===== src/hw/rtl/spc_pkg.sv =====
// shared types, constants and helpers of the servo pulse ramp controller
package spc_pkg;

    localparam int ADDR_W = 4;

    localparam logic [15:0] FULL_WIDTH = 16'h8000;
    localparam logic [15:0] COUNT_MAX  = 16'hFFFF;
    localparam logic [7:0]  ALL_CH     = 8'hFF;

    localparam logic [15:0] MIN_COUNT_RST  = 16'd1000;
    localparam logic [15:0] SPAN_COUNT_RST = 16'd1000;
    localparam logic [15:0] RAMP_STEP_RST  = 16'd655;
    localparam logic [15:0] SAFE_WIDTH_RST = 16'd16384;

    localparam logic [1:0] REG_MIN_COUNT  = 2'd0;
    localparam logic [1:0] REG_SPAN_COUNT = 2'd1;
    localparam logic [1:0] REG_RAMP_STEP  = 2'd2;
    localparam logic [1:0] REG_SAFE_WIDTH = 2'd3;

    typedef enum logic [2:0] {
        MODE_SET_NOW  = 3'd0,
        MODE_SET_RAMP = 3'd1,
        MODE_STOP     = 3'd2,
        MODE_RELEASE  = 3'd3,
        MODE_TICK     = 3'd4,
        MODE_READ     = 3'd5
    } t_mode;

    typedef enum logic [1:0] {
        ST_IDLE,
        ST_CALC,
        ST_EMIT
    } t_state;

    typedef struct packed {
        logic [15:0] min_count;
        logic [15:0] span_count;
        logic [15:0] ramp_step;
        logic [15:0] safe_width;
    } t_cfg;

    typedef struct packed {
        logic accept;
        logic calc;
        logic load_out;
        logic next_idx;
    } t_dp_cmd;

    typedef struct packed {
        logic go_walk;
        logic emit_here;
        logic done;
        logic out_free;
    } t_dp_sts;

    function automatic logic [15:0] sat_width(input logic [15:0] w);
        return (w > FULL_WIDTH) ? FULL_WIDTH : w;
    endfunction

endpackage


===== src/hw/rtl/spc_req_if.sv =====
// request channel: command mode, channel and width
interface spc_req_if;
    logic        valid;
    logic        ready;
    logic [2:0]  mode;
    logic [7:0]  channel;
    logic [15:0] width;

    modport source (output valid, output mode, output channel, output width, input ready);
    modport sink (input valid, input mode, input channel, input width, output ready);
endinterface


===== src/hw/rtl/spc_res_if.sv =====
// result channel: compare updates and read replies
interface spc_res_if;
    logic        valid;
    logic        ready;
    logic        kind;
    logic [1:0]  out_channel;
    logic [15:0] compare_count;
    logic [15:0] current_width;
    logic        read_ok;
    logic        last;

    modport source (output valid, output kind, output out_channel, output compare_count,
                    output current_width, output read_ok, output last, input ready);
    modport sink (input valid, input kind, input out_channel, input compare_count,
                  input current_width, input read_ok, input last, output ready);
endinterface


===== src/hw/rtl/spc_regs.sv =====
// apb configuration registers
module spc_regs (
    input  logic                       i_clk,
    input  logic                       i_rst_n,
    input  logic                       psel,
    input  logic                       penable,
    input  logic                       pwrite,
    input  logic [spc_pkg::ADDR_W-1:0] paddr,
    input  logic [31:0]                pwdata,
    output logic [31:0]                prdata,
    output spc_pkg::t_cfg              o_cfg
);
    import spc_pkg::*;

    t_cfg       r_cfg;
    logic [1:0] reg_sel;

    assign reg_sel = paddr[3:2];
    assign o_cfg   = r_cfg;

    always_ff @(posedge i_clk) begin
        if (!i_rst_n) begin
            r_cfg.min_count  <= MIN_COUNT_RST;
            r_cfg.span_count <= SPAN_COUNT_RST;
            r_cfg.ramp_step  <= RAMP_STEP_RST;
            r_cfg.safe_width <= SAFE_WIDTH_RST;
        end else if (psel && penable && pwrite) begin
            case (reg_sel)
                REG_MIN_COUNT:  r_cfg.min_count  <= pwdata[15:0];
                REG_SPAN_COUNT: r_cfg.span_count <= pwdata[15:0];
                REG_RAMP_STEP:  r_cfg.ramp_step  <= pwdata[15:0];
                REG_SAFE_WIDTH: r_cfg.safe_width <= pwdata[15:0];
                default: ;
            endcase
        end
    end

    always_comb begin
        case (reg_sel)
            REG_MIN_COUNT:  prdata = {16'd0, r_cfg.min_count};
            REG_SPAN_COUNT: prdata = {16'd0, r_cfg.span_count};
            REG_RAMP_STEP:  prdata = {16'd0, r_cfg.ramp_step};
            REG_SAFE_WIDTH: prdata = {16'd0, r_cfg.safe_width};
            default:        prdata = 32'd0;
        endcase
    end
endmodule


===== src/hw/rtl/spc_ctrl.sv =====
// controller state machine: accepts requests and walks the channels
module spc_ctrl (
    input  logic             i_clk,
    input  logic             i_rst_n,
    input  logic             i_in_valid,
    output logic             o_in_ready,
    input  spc_pkg::t_dp_sts i_sts,
    output spc_pkg::t_dp_cmd o_cmd
);
    import spc_pkg::*;

    t_state r_state;
    t_state n_state;

    always_ff @(posedge i_clk) begin
        if (!i_rst_n) begin
            r_state <= ST_IDLE;
        end else begin
            r_state <= n_state;
        end
    end

    always_comb begin
        n_state    = r_state;
        o_cmd      = '0;
        o_in_ready = 1'b0;
        case (r_state)
            ST_IDLE: begin
                o_in_ready = 1'b1;
                if (i_in_valid) begin
                    o_cmd.accept = 1'b1;
                    if (i_sts.go_walk) begin
                        n_state = ST_CALC;
                    end
                end
            end
            ST_CALC: begin
                o_cmd.calc = 1'b1;
                if (i_sts.emit_here) begin
                    n_state = ST_EMIT;
                end else if (i_sts.done) begin
                    n_state = ST_IDLE;
                end else begin
                    o_cmd.next_idx = 1'b1;
                end
            end
            ST_EMIT: begin
                // wait here while the output register is still held
                if (i_sts.out_free) begin
                    o_cmd.load_out = 1'b1;
                    if (i_sts.done) begin
                        n_state = ST_IDLE;
                    end else begin
                        o_cmd.next_idx = 1'b1;
                        n_state        = ST_CALC;
                    end
                end
            end
            default: n_state = ST_IDLE;
        endcase
    end
endmodule


===== src/hw/rtl/spc_dp.sv =====
// datapath: channel widths, stop flag, ramp and compare arithmetic, output register
module spc_dp #(
    parameter int NUM_CHANNELS = 4
) (
    input  logic             i_clk,
    input  logic             i_rst_n,
    input  spc_pkg::t_cfg    i_cfg,
    input  spc_pkg::t_dp_cmd i_cmd,
    output spc_pkg::t_dp_sts o_sts,
    input  logic [2:0]       i_mode,
    input  logic [7:0]       i_channel,
    input  logic [15:0]      i_width,
    output logic             o_out_valid,
    input  logic             i_out_ready,
    output logic             o_kind,
    output logic [1:0]       o_out_channel,
    output logic [15:0]      o_compare_count,
    output logic [15:0]      o_current_width,
    output logic             o_read_ok,
    output logic             o_last
);
    import spc_pkg::*;

    localparam int IW = (NUM_CHANNELS > 1) ? $clog2(NUM_CHANNELS) : 1;
    localparam logic [IW-1:0] LAST_IDX = IW'(NUM_CHANNELS - 1);

    logic [15:0] r_target  [NUM_CHANNELS];
    logic [15:0] r_present [NUM_CHANNELS];

    logic                    r_stop;
    logic [IW-1:0]           r_idx;
    logic [NUM_CHANNELS-1:0] r_emit;
    logic [NUM_CHANNELS-1:0] r_sel;
    logic                    r_wrp;
    logic                    r_tick;
    logic                    r_read;
    logic                    r_ok;
    logic [15:0]             r_w;
    logic [15:0]             r_res_width;
    logic [31:0]             r_prod;

    logic        r_out_valid;
    logic        r_kind;
    logic [1:0]  r_och;
    logic [15:0] r_cmp;
    logic [15:0] r_cur;
    logic        r_rok;
    logic        r_last;

    t_mode                   mode;
    logic                    ch_all;
    logic                    ch_ok;
    logic                    ch_valid;
    logic [15:0]             w_in;
    logic [NUM_CHANNELS-1:0] sel_in;
    logic [NUM_CHANNELS-1:0] n_emit;
    logic [NUM_CHANNELS-1:0] n_sel;
    logic [15:0]             n_w;
    logic [IW-1:0]           n_idx;
    logic                    n_stop;
    logic                    n_tick;
    logic                    n_read;
    logic                    go_walk;
    logic                    ramp_wr;

    logic [15:0]             cur;
    logic [15:0]             tgt;
    logic [16:0]             up_sum;
    logic [15:0]             dn_val;
    logic [15:0]             nxt;
    logic [15:0]             calc_w;
    logic [17:0]             cnt_sum;
    logic [15:0]             cnt_sat;
    logic [NUM_CHANNELS-1:0] later;
    logic                    last_res;

    assign mode     = t_mode'(i_mode);
    assign ch_all   = (i_channel == ALL_CH);
    assign ch_ok    = (i_channel < 8'(NUM_CHANNELS));
    assign ch_valid = ch_all || ch_ok;
    assign w_in     = sat_width(i_width);

    for (genvar g = 0; g < NUM_CHANNELS; g++) begin : g_sel
        assign sel_in[g] = ch_all || (i_channel == 8'(g));
    end

    // request decode at acceptance
    always_comb begin
        n_emit  = '0;
        n_sel   = '0;
        n_w     = w_in;
        n_idx   = '0;
        n_stop  = r_stop;
        n_tick  = 1'b0;
        n_read  = 1'b0;
        go_walk = 1'b0;
        ramp_wr = 1'b0;
        case (mode)
            MODE_SET_NOW: begin
                if (ch_valid) begin
                    go_walk = 1'b1;
                    n_sel   = sel_in;
                    n_emit  = r_stop ? '0 : sel_in;
                end
            end
            MODE_SET_RAMP: ramp_wr = ch_valid;
            MODE_STOP: begin
                go_walk = 1'b1;
                n_sel   = '1;
                n_emit  = r_stop ? '0 : '1;
                n_w     = sat_width(i_cfg.safe_width);
                n_stop  = 1'b1;
            end
            MODE_RELEASE: n_stop = 1'b0;
            MODE_TICK: begin
                go_walk = 1'b1;
                n_tick  = 1'b1;
                for (int i = 0; i < NUM_CHANNELS; i++) begin
                    n_emit[i] = !r_stop && (r_present[i] != r_target[i])
                                && (i_cfg.ramp_step != 16'd0);
                end
            end
            MODE_READ: begin
                go_walk = 1'b1;
                n_read  = 1'b1;
                if (ch_ok) begin
                    n_idx = i_channel[IW-1:0];
                end
            end
            default: ;
        endcase
    end

    // one ramp step on the channel under the walk pointer
    assign cur    = r_present[r_idx];
    assign tgt    = r_target[r_idx];
    assign up_sum = {1'b0, cur} + {1'b0, i_cfg.ramp_step};
    assign dn_val = (cur >= i_cfg.ramp_step) ? (cur - i_cfg.ramp_step) : 16'd0;

    always_comb begin
        if (cur < tgt) begin
            nxt = (up_sum > {1'b0, tgt}) ? tgt : up_sum[15:0];
        end else if (cur > tgt) begin
            nxt = (dn_val < tgt) ? tgt : dn_val;
        end else begin
            nxt = cur;
        end
    end

    always_comb begin
        if (r_read) begin
            calc_w = r_ok ? cur : 16'd0;
        end else if (r_tick) begin
            calc_w = nxt;
        end else begin
            calc_w = r_w;
        end
    end

    always_ff @(posedge i_clk) begin
        if (!i_rst_n) begin
            r_stop <= 1'b0;
        end else if (i_cmd.accept) begin
            r_stop <= n_stop;
        end
    end

    always_ff @(posedge i_clk) begin
        if (i_cmd.accept) begin
            r_idx  <= n_idx;
            r_emit <= n_emit;
            r_sel  <= n_sel;
            r_wrp  <= !r_stop;
            r_tick <= n_tick;
            r_read <= n_read;
            r_ok   <= ch_ok;
            r_w    <= n_w;
        end else if (i_cmd.next_idx) begin
            r_idx <= r_idx + IW'(1);
        end
        if (i_cmd.calc) begin
            r_res_width <= calc_w;
            r_prod      <= {16'd0, calc_w} * {16'd0, i_cfg.span_count};
        end
    end

    for (genvar g = 0; g < NUM_CHANNELS; g++) begin : g_chan
        logic here;
        assign here = (r_idx == IW'(g));

        always_ff @(posedge i_clk) begin
            if (!i_rst_n) begin
                r_target[g]  <= 16'd0;
                r_present[g] <= 16'd0;
            end else begin
                if (i_cmd.accept && ramp_wr && sel_in[g]) begin
                    r_target[g] <= w_in;
                end else if (i_cmd.calc && here && !r_tick && !r_read && r_sel[g]) begin
                    r_target[g] <= r_w;
                end
                if (i_cmd.calc && here) begin
                    if (r_tick) begin
                        r_present[g] <= nxt;
                    end else if (!r_read && r_sel[g] && r_wrp) begin
                        r_present[g] <= r_w;
                    end
                end
            end
        end

        assign later[g] = r_emit[g] && (IW'(g) > r_idx);
    end

    // compare count from the registered product
    assign cnt_sum  = {2'b00, i_cfg.min_count} + {1'b0, r_prod[31:15]};
    assign cnt_sat  = (cnt_sum > {2'b00, COUNT_MAX}) ? COUNT_MAX : cnt_sum[15:0];
    assign last_res = r_read || !(|later);

    always_ff @(posedge i_clk) begin
        if (!i_rst_n) begin
            r_out_valid <= 1'b0;
        end else if (i_cmd.load_out) begin
            r_out_valid <= 1'b1;
        end else if (i_out_ready) begin
            r_out_valid <= 1'b0;
        end
    end

    always_ff @(posedge i_clk) begin
        if (i_cmd.load_out) begin
            r_kind <= r_read;
            r_och  <= 2'(r_idx);
            r_cmp  <= r_read ? 16'd0 : cnt_sat;
            r_cur  <= r_res_width;
            r_rok  <= r_read && r_ok;
            r_last <= last_res;
        end
    end

    assign o_sts.go_walk   = go_walk;
    assign o_sts.emit_here = r_read || r_emit[r_idx];
    assign o_sts.done      = r_read || (r_idx == LAST_IDX);
    assign o_sts.out_free  = !r_out_valid || i_out_ready;

    assign o_out_valid     = r_out_valid;
    assign o_kind          = r_kind;
    assign o_out_channel   = r_och;
    assign o_compare_count = r_cmp;
    assign o_current_width = r_cur;
    assign o_read_ok       = r_rok;
    assign o_last          = r_last;
endmodule


===== src/hw/rtl/servo_pulse_ramp_controller.sv =====
// Servo pulse controller with slew limit, top level.
// Requests arrive on i_req (mode, channel, width); compare updates and read
// replies leave on o_res, the final result of each walk marked by last.
// Four config registers (min count, span count, ramp step, safe width) sit on
// the apb port at byte addresses 0, 4, 8 and 12; pready is tied high.
// Sequencing: a request is taken when the controller is idle. Set now on a valid
// channel, safety stop and tick then walk every channel, with a calc step for each
// channel and an emit step for each channel that emits an update; a read passes
// through the calc state and then the emit state after acceptance. Ramped set and
// release finish in the accept cycle. The ready signal of i_req stays low while a
// walk is in progress; the walk, through a single ramp and multiply unit, sets the
// rate.
// The last result sits in an output register, so the next request can be taken
// while it waits. If the receiver stalls, the walk halts on the next update.
// Reset clears all widths and the stop flag and restores register defaults.
module servo_pulse_ramp_controller #(
    parameter int NUM_CHANNELS = 4
) (
    input  logic                       i_clk,
    input  logic                       i_rst_n,
    spc_req_if.sink                    i_req,
    spc_res_if.source                  o_res,
    input  logic                       psel,
    input  logic                       penable,
    input  logic                       pwrite,
    input  logic [spc_pkg::ADDR_W-1:0] paddr,
    input  logic [31:0]                pwdata,
    output logic [31:0]                prdata,
    output logic                       pready
);
    import spc_pkg::*;

    t_cfg    cfg;
    t_dp_cmd cmd;
    t_dp_sts sts;

    assign pready = 1'b1;

    spc_regs u_regs (
        .i_clk   (i_clk),
        .i_rst_n (i_rst_n),
        .psel    (psel),
        .penable (penable),
        .pwrite  (pwrite),
        .paddr   (paddr),
        .pwdata  (pwdata),
        .prdata  (prdata),
        .o_cfg   (cfg)
    );

    spc_ctrl u_ctrl (
        .i_clk      (i_clk),
        .i_rst_n    (i_rst_n),
        .i_in_valid (i_req.valid),
        .o_in_ready (i_req.ready),
        .i_sts      (sts),
        .o_cmd      (cmd)
    );

    spc_dp #(
        .NUM_CHANNELS (NUM_CHANNELS)
    ) u_dp (
        .i_clk           (i_clk),
        .i_rst_n         (i_rst_n),
        .i_cfg           (cfg),
        .i_cmd           (cmd),
        .o_sts           (sts),
        .i_mode          (i_req.mode),
        .i_channel       (i_req.channel),
        .i_width         (i_req.width),
        .o_out_valid     (o_res.valid),
        .i_out_ready     (o_res.ready),
        .o_kind          (o_res.kind),
        .o_out_channel   (o_res.out_channel),
        .o_compare_count (o_res.compare_count),
        .o_current_width (o_res.current_width),
        .o_read_ok       (o_res.read_ok),
        .o_last          (o_res.last)
    );
endmodule


===== src/flat_wrapper.sv =====
// flat-port wrapper written by rule: the top's interface ports become plain ports
module servo_pulse_ramp_controller_flat import spc_pkg::*;
#(
    parameter int NUM_CHANNELS = 4
)
  (i_clk, i_rst_n, psel, penable, pwrite, paddr, pwdata, prdata, pready, i_req_valid, i_req_mode, i_req_channel, i_req_width, i_req_ready, o_res_valid, o_res_kind, o_res_out_channel, o_res_compare_count, o_res_current_width, o_res_read_ok, o_res_last, o_res_ready);
  spc_req_if i_req_i ();
  spc_res_if o_res_i ();
  input  logic i_clk;
  input  logic i_rst_n;
  input  logic psel;
  input  logic penable;
  input  logic pwrite;
  input  logic [spc_pkg::ADDR_W-1:0] paddr;
  input  logic [31:0] pwdata;
  output logic [31:0] prdata;
  output logic pready;
  input wire logic [$bits(i_req_i.valid)-1:0] i_req_valid;
  input wire logic [$bits(i_req_i.mode)-1:0] i_req_mode;
  input wire logic [$bits(i_req_i.channel)-1:0] i_req_channel;
  input wire logic [$bits(i_req_i.width)-1:0] i_req_width;
  output wire logic [$bits(i_req_i.ready)-1:0] i_req_ready;
  output wire logic [$bits(o_res_i.valid)-1:0] o_res_valid;
  output wire logic [$bits(o_res_i.kind)-1:0] o_res_kind;
  output wire logic [$bits(o_res_i.out_channel)-1:0] o_res_out_channel;
  output wire logic [$bits(o_res_i.compare_count)-1:0] o_res_compare_count;
  output wire logic [$bits(o_res_i.current_width)-1:0] o_res_current_width;
  output wire logic [$bits(o_res_i.read_ok)-1:0] o_res_read_ok;
  output wire logic [$bits(o_res_i.last)-1:0] o_res_last;
  input wire logic [$bits(o_res_i.ready)-1:0] o_res_ready;
  assign i_req_i.valid = i_req_valid;
  assign i_req_i.mode = i_req_mode;
  assign i_req_i.channel = i_req_channel;
  assign i_req_i.width = i_req_width;
  assign i_req_ready = i_req_i.ready;
  assign o_res_valid = o_res_i.valid;
  assign o_res_kind = o_res_i.kind;
  assign o_res_out_channel = o_res_i.out_channel;
  assign o_res_compare_count = o_res_i.compare_count;
  assign o_res_current_width = o_res_i.current_width;
  assign o_res_read_ok = o_res_i.read_ok;
  assign o_res_last = o_res_i.last;
  assign o_res_i.ready = o_res_ready;
  servo_pulse_ramp_controller #(.NUM_CHANNELS(NUM_CHANNELS)) u_core (.i_clk(i_clk), .i_rst_n(i_rst_n), .i_req(i_req_i), .o_res(o_res_i), .psel(psel), .penable(penable), .pwrite(pwrite), .paddr(paddr), .pwdata(pwdata), .prdata(prdata), .pready(pready));
endmodule

===== config.mk =====
export PLATFORM = sky130hd
export DESIGN_NAME = servo_pulse_ramp_controller_flat
export DESIGN_NICKNAME = d
export VERILOG_FILES = /design/src/hw/rtl/spc_pkg.sv /design/src/hw/rtl/spc_req_if.sv /design/src/hw/rtl/spc_res_if.sv /design/src/hw/rtl/spc_regs.sv /design/src/hw/rtl/spc_ctrl.sv /design/src/hw/rtl/spc_dp.sv /design/src/hw/rtl/servo_pulse_ramp_controller.sv /design/src/flat_wrapper.sv
export SDC_FILE = /design/constraint.sdc
export NUM_CORES = 1
export LEC_CHECK = 0
export CORE_MARGIN = 4
export CORE_UTILIZATION = 30
export CTS_CLUSTER_DIAMETER = 60
export CTS_CLUSTER_SIZE = 20
export DETAILED_ROUTE_END_ITERATION = 8
export DONT_BUFFER_PORTS = 1
export SLEW_MARGIN = 10
export SYNTH_ARGS = -nofsm -noshare
export SYNTH_HDL_FRONTEND = slang
export SYNTH_SLANG_ARGS = --single-unit
export TNS_END_PERCENT = 1

===== constraint.sdc =====
create_clock -name i_clk -period 16.5 [get_ports i_clk]
set_input_delay 1.65 -clock i_clk [delete_from_list [all_inputs] [get_ports i_clk]]
set_output_delay 1.65 -clock i_clk [all_outputs]
set_load 0.01 [all_outputs]

==> flow_summary.json, run 1 <==
{
  "synthDistinctLibCells": 87,
  "clock_latency_ns": 0.62,
  "fin_util_pct": 32.6,
  "wl_met2_um": 40500,
  "cp_max_fo": 17,
  "synth_adder_area_share_pct": 24.5,
  "crit_slowest_cell": "o21ai_2",
  "synth_ff_type": "edfxtp_1",
  "antenna_found_initial": 0,
  "yosys-top-cells-area": "edfxtp_1, fa_1, ha_1, nand2_1, dfxtp_1",
  "wl_per_cell_um": 22.5,
  "worstPathRequired_ns": 16.81,
  "slew_viol_final": 0,
  "viasPerCell": 5.29,
  "grt_pass1_vias": 20000,
  "cap_violations": 0,
  "ctsLongestPathBuffers": 3,
  "clk_pin_slew_worst_paths_ns": 0.08,
  "drc": 0,
  "nNetsFinal": 3155,
  "rsz0062_at_grt": "false",
  "core_area_mm2": 0.0884,
  "grt_pass1_wl_um": 131000,
  "cts_tree": "yes",
  "critPathCaptureType": "flip-flop",
  "drive_gt1_share_pct": 6.14,
  "setup_viol": 0,
  "clock_skew_ns": 0.0538,
  "finalHoldViolations": 0,
  "postCtsSetupBuffers": 0,
  "fin_tns_setup_ns": 0,
  "period_minus_slack_ns": 14.05,
  "track_usage_pct": 18.2,
  "port_buffers": 0,
  "cts_resized": 0,
  "die_area_mm2": 0.0938,
  "synth_edf_count": 228,
  "initial_core_util_pct": 30.2,
  "timing.fmax_ghz": 0.0712,
  "cts.hold.buffers_added": 0,
  "cts_buffers": 28,
  "outcome": "complete, no violations",
  "path_common_cell": "fa_1",
  "hold_class": "flip-flop to flip-flop",
  "dp.final_hpwl_um": 67900,
  "syn-cell-area_mm2": 0.0267,
  "area_delta_synth_final_pct": 7.79,
  "worst-path-buf-inv": 4,
  "yosysTopAreaCell": "edfxtp_1",
  "path_class": "flip-flop to flip-flop",
  "critPathMaxStageDelay_ns": 0.89,
  "netlist_top_cells_count": "nand2_1, inv_1, edfxtp_1",
  "slew_headroom_pct": 17.6,
  "dr_wl_met3_um": 6900,
  "routed_wl_um": 87000,
  "wl_met1_um": 36000,
  "h-tree-depth": 1,
  "worst_setup_path_start_kind": "flip-flop",
  "vias": 20500,
  "synth.most_common_cell": "nand2_1",
  "ys_warn_count": 0,
  "crit_arrival_ns": 14.36,
  "drt_iter0_drc": 1916,
  "pin_count": 142,
  "die_w_um": 306,
  "crit_family": "compound AO/OA/AOI/OAI gates",
  "grt_start_max_net_pins": 54,
  "gr-total-overflow": 0,
  "cts_root_buf": "clkbuf_16",
  "postRouteAntennaNets": 0,
  "synth_seq_cells": 298,
  "hp-start": "u_core.u_dp.r_res_width[12]",
  "synth_xor_xnor_area_share_pct": 3.64,
  "synth_top_family_by_area": "adder cells",
  "drt_pass1_iterations": 6,
  "fin_crit_sh_pct": 85.1,
  "avgSynthCellArea_um2": 9.67,
  "dr.max_layer_used": "met4",
  "synthMuxAreaShare_pct": 4.97,
  "die_y_um": 306,
  "yosysSeqAreaShare_pct": 30.9,
  "synthCells": 2760,
  "worst_pin_slew_ns": 1.24,
  "synthArstFlopShare_pct": 0,
  "cts.sinks": 298,
  "gp_congestion": 0.936,
  "synthDominantCellAreaShare_pct": 25.6,
  "num_rows": 109,
  "synthSimpleGateAreaFrac_pct": 15.5,
  "synth_compound_area_share_pct": 13.5
}
[path summary, 6_finish.rpt]
kind                                                         to  slack (ns)  cells after the start
worst min register to register  u_core.u_dp.o_current_width[12]        0.42                      0
worst max register to register           u_core.u_dp.r_prod[24]        2.45                     43
worst max-delay path                     u_core.u_dp.r_prod[24]        2.45                     43
worst min-delay path            u_core.u_dp.o_current_width[12]        0.42                      0
[stage by stage]
step,area [um^2],std cells,setup WS (ns),hold WS [ns]
finish,28800,3868,2.45,0.418
global route,28800,3867,1.43,0.436
CTS,28800,3867,2.51,0.420
detailed placement,27800,3815,2.61,0.405
global placement,27800,3815,2.75,0.403
floorplan,26800,2775,4.62,0.400
[logic make-up (layout without fill, tap and decap cells)]
family | count (synthesis) | after routing
AOI/OAI and AO/OA | 537 | 537
and+or+nand+nor | 871 | 871
buffers and inverters | 464 | 391
muxes | 72 | 72
DFF | 298 | 298
xor gates and xnor gates | 111 | 111
other | 2 | 18
adders and majority gates | 405 | 405
[layout make-up]
class / count / area [um^2]
repair buffers: 34 / 255
fillers: 9134 / 59600
clock buffers: 29 / 704
multi-input cells: 2013 / 16700
well taps: 1165 / 1460
inverters: 305 / 1140
diodes: 1 / 2.50
flip-flops and latches: 298 / 8250
clock inverters: 23 / 283
[cells in the final DEF (no fill, tap or decap), types with 16 or more instances in the layout]
cell | synthesis | routed
nand2_1 | 397 | 397
inv_1 | 304 | 304
edfxtp_1 | 228 | 228
ha_1 | 209 | 208
fa_1 | 196 | 196
a21oi_1 | 156 | 156
and2_1 | 119 | 119
nor2_1 | 120 | 119
o21ai_0 | 114 | 114
xor2_1 | 78 | 78
dfxtp_1 | 70 | 69
a22o_1 | 63 | 63
mux4_2 | 48 | 48
nor3_1 | 38 | 37
nand4_1 | 35 | 35
nand3_1 | 35 | 35
buf_4 | 26 | 34
xnor2_1 | 33 | 33
a21o_1 | 31 | 31
nor4_1 | 30 | 30
clkbuf_16 | 0 | 28
nor2b_1 | 24 | 23
o211ai_1 | 22 | 22
mux2i_1 | 20 | 20
a211oi_1 | 19 | 18
a21boi_0 | 17 | 17
conb_1 | 2 | 17
a32o_1 | 16 | 16
[layer usage]
| layer | vias to the layer above | GRT usage (%) |
|---|---|---|
| met3 | 134 | 3.25 |
| met4 | 0 | 6.75 |
| met2 | 820 | 29.7 |
| li1 | 9352 | - |
| met5 | - | 0 |
| met1 | 10200 | 24.2 |
[state kept, by name, indices dropped and copies added (netlist names), 2 cells and up, named ones only]
signal	count
u_core.u_ctrl.r_state	2
u_core.u_dp.o_compare_count	16
u_core.u_dp.o_current_width	16
u_core.u_dp.o_out_channel	2
u_core.u_dp.r_emit	4
u_core.u_dp.r_idx	2
u_core.u_dp.r_present	64
u_core.u_dp.r_prod	17
u_core.u_dp.r_res_width	16
u_core.u_dp.r_sel	4
u_core.u_dp.r_target	64
u_core.u_dp.r_w	16
u_core.u_regs.o_cfg	64
[worst register-to-register path: cells and delay by family, from the launching register on]
| family | cells | cell delay (ns) |
|---|---|---|
| flip-flops | 1 | 0.70 |
| AND/OR/NAND/NOR | 12 | 2.26 |
| AO/OA/AOI/OAI | 16 | 5.17 |
| buffers and inverters | 4 | 0.54 |
| multiplexers | 2 | 0.80 |
| adder cells (fa/ha/maj) | 9 | 4.27 |
Power of run 1 is not shown: default switching activity piles up to over one toggle a cycle in this logic, so the estimate is an artifact.
==> run 2, diff against run 1 <==
--- a/config.mk
+++ b/config.mk
@@ -6,7 +6,7 @@
 export NUM_CORES = 1
 export LEC_CHECK = 0
 export CORE_MARGIN = 4
-export CORE_UTILIZATION = 30
+export CORE_UTILIZATION = 43
 export CTS_CLUSTER_DIAMETER = 60
 export CTS_CLUSTER_SIZE = 20
 export DETAILED_ROUTE_END_ITERATION = 8
==> flow_summary.json, run 2 (same netlist as run 1, synthesis figures left out) <==
{
  "outcome": "complete, no violations",
  "instances_no_fill": 3531,
  "critPathMaxStageDelay_ns": 0.89,
  "routed_wl_um": 85000,
  "cts_root_buf": "clkbuf_16",
  "finalHoldViolations": 0,
  "area_delta_synth_final_pct": 5.97,
  "nNetsFinal": 3148,
  "postRouteAntennaNets": 0,
  "drt_pass1_iterations": 5,
  "fillCellCount": 5816,
  "port_buffers": 0,
  "num_rows": 91,
  "crit_slowest_cell": "dfxtp_1",
  "fin_crit_sh_pct": 88.4,
  "grt_start_max_net_pins": 54,
  "hold_class": "flip-flop to flip-flop",
  "antenna_found_initial": 0,
  "postCtsSetupBuffers": 0,
  "wl_per_cell_um": 24.1,
  "diodes": 0,
  "worstPathRequired_ns": 16.84,
  "cts_resized": 0,
  "final_common_cell": "nand2_1",
  "layout_common_cells": "nand2_1, inv_1, edfxtp_1",
  "vias": 20800,
  "cts_buffers": 27,
  "die_y_um": 257,
  "gr-total-overflow": 0,
  "viasPerCell": 5.89,
  "fin_tns_setup_ns": 0,
  "die_w_um": 257,
  "critPathCaptureType": "flip-flop",
  "grt_pass1_wl_um": 129000,
  "clock_latency_ns": 0.61,
  "clk_pin_slew_worst_paths_ns": 0.08,
  "pin_count": 142,
  "cp_max_fo": 23,
  "die_area_mm2": 0.0661,
  "worst_setup_path_start_kind": "flip-flop",
  "slew_headroom_pct": 21.1,
  "core_area_mm2": 0.0616,
  "grt_pass1_vias": 20700,
  "clock_skew_ns": 0.0304,
  "setup_viol": 0,
  "worst_pin_slew_ns": 1.18,
  "dp.cells": 3481,
  "track_usage_pct": 25.2,
  "cap_violations": 0,
  "timing.fmax_ghz": 0.0686,
  "h-tree-depth": 1,
  "rsz0062_at_grt": "false",
  "cts_tree": "yes",
  "initial_core_util_pct": 43.3,
  "path_class": "flip-flop to flip-flop",
  "period_minus_slack_ns": 14.58,
  "ctsLongestPathBuffers": 3,
  "cts.sinks": 298,
  "drive_gt1_share_pct": 6.01,
  "slew_viol_final": 0,
  "crit_arrival_ns": 14.91,
  "cts.hold.buffers_added": 0,
  "gp_congestion": 0.984,
  "dp.final_hpwl_um": 66300,
  "drc": 0,
  "path_common_cell": "fa_1",
  "drt_iter0_drc": 2005
}
-- run 2: cell count changes in the layout (fill, tap and decap cells not counted), sizes merged --
cell    previous run  this run
buf               34        28
bufinv             0         1
clkbuf            29        28
clkinv             9        11
diode              1         0
inv              317       313
-- run 2: final timing paths --
path / cells past startpoint / start / to / slack, ns
worst max-delay path: 43 / flip-flop / u_core.u_dp.r_prod[31] / 1.92
worst min-delay path: 0 / u_core.u_dp.r_res_width[15] / u_core.u_dp.o_current_width[15] / 0.42
worst max register to register: 43 / flip-flop / u_core.u_dp.r_prod[31] / 1.92
worst min register to register: 0 / u_core.u_dp.r_res_width[15] / u_core.u_dp.o_current_width[15] / 0.42
-- run 2: cell type report --
type                    count  area, um^2  area share (%)
clock buffers              28         701            2.48
clock inverters            22         260           0.920
flip-flops and latches    298        8250            29.2
inverters                 305        1140            4.05
multi-input cells        2013       16700            58.9
repair buffers             28         210           0.743
well taps                 837        1050            3.70
-- run 2: worst max-delay path, delay by kind of cell (launching register included) --
family / cells / cell delay (ns)
buffers and inverters: 4 / 0.50
and+or+nand+nor: 14 / 4.37
muxes: 2 / 0.58
DFF: 1 / 0.89
adders and majority gates: 9 / 4.21
AOI/OAI and AO/OA: 13 / 3.53
xor gates and xnor gates: 1 / 0.16
-- run 2: routing by layer --
layer  part of all wire [%]  vias to the layer above  global-route usage, %
li1                       -                     9331                      -
met1                     42                    10400                   35.1
met2                     45                      933                   39.7
met3                    7.2                      158                   2.75
met4                    5.1                        0                   11.4
met5                      0                        -                      0
-- run 2: through the flow --
step,setup slack (ns),area (um^2),utilization [%],hold WS [ns]
2_1_floorplan,4.62,26800,-,0.400
3_3_place_gp,2.47,27300,44.3,0.404
3_5_place_dp,2.15,27300,44.3,0.407
4_1_cts,2.09,28300,45.9,0.417
5_1_grt,1.02,28300,45.9,0.435
6_report,1.92,28300,45.9,0.419
Power of run 2 is left out for the same reason.
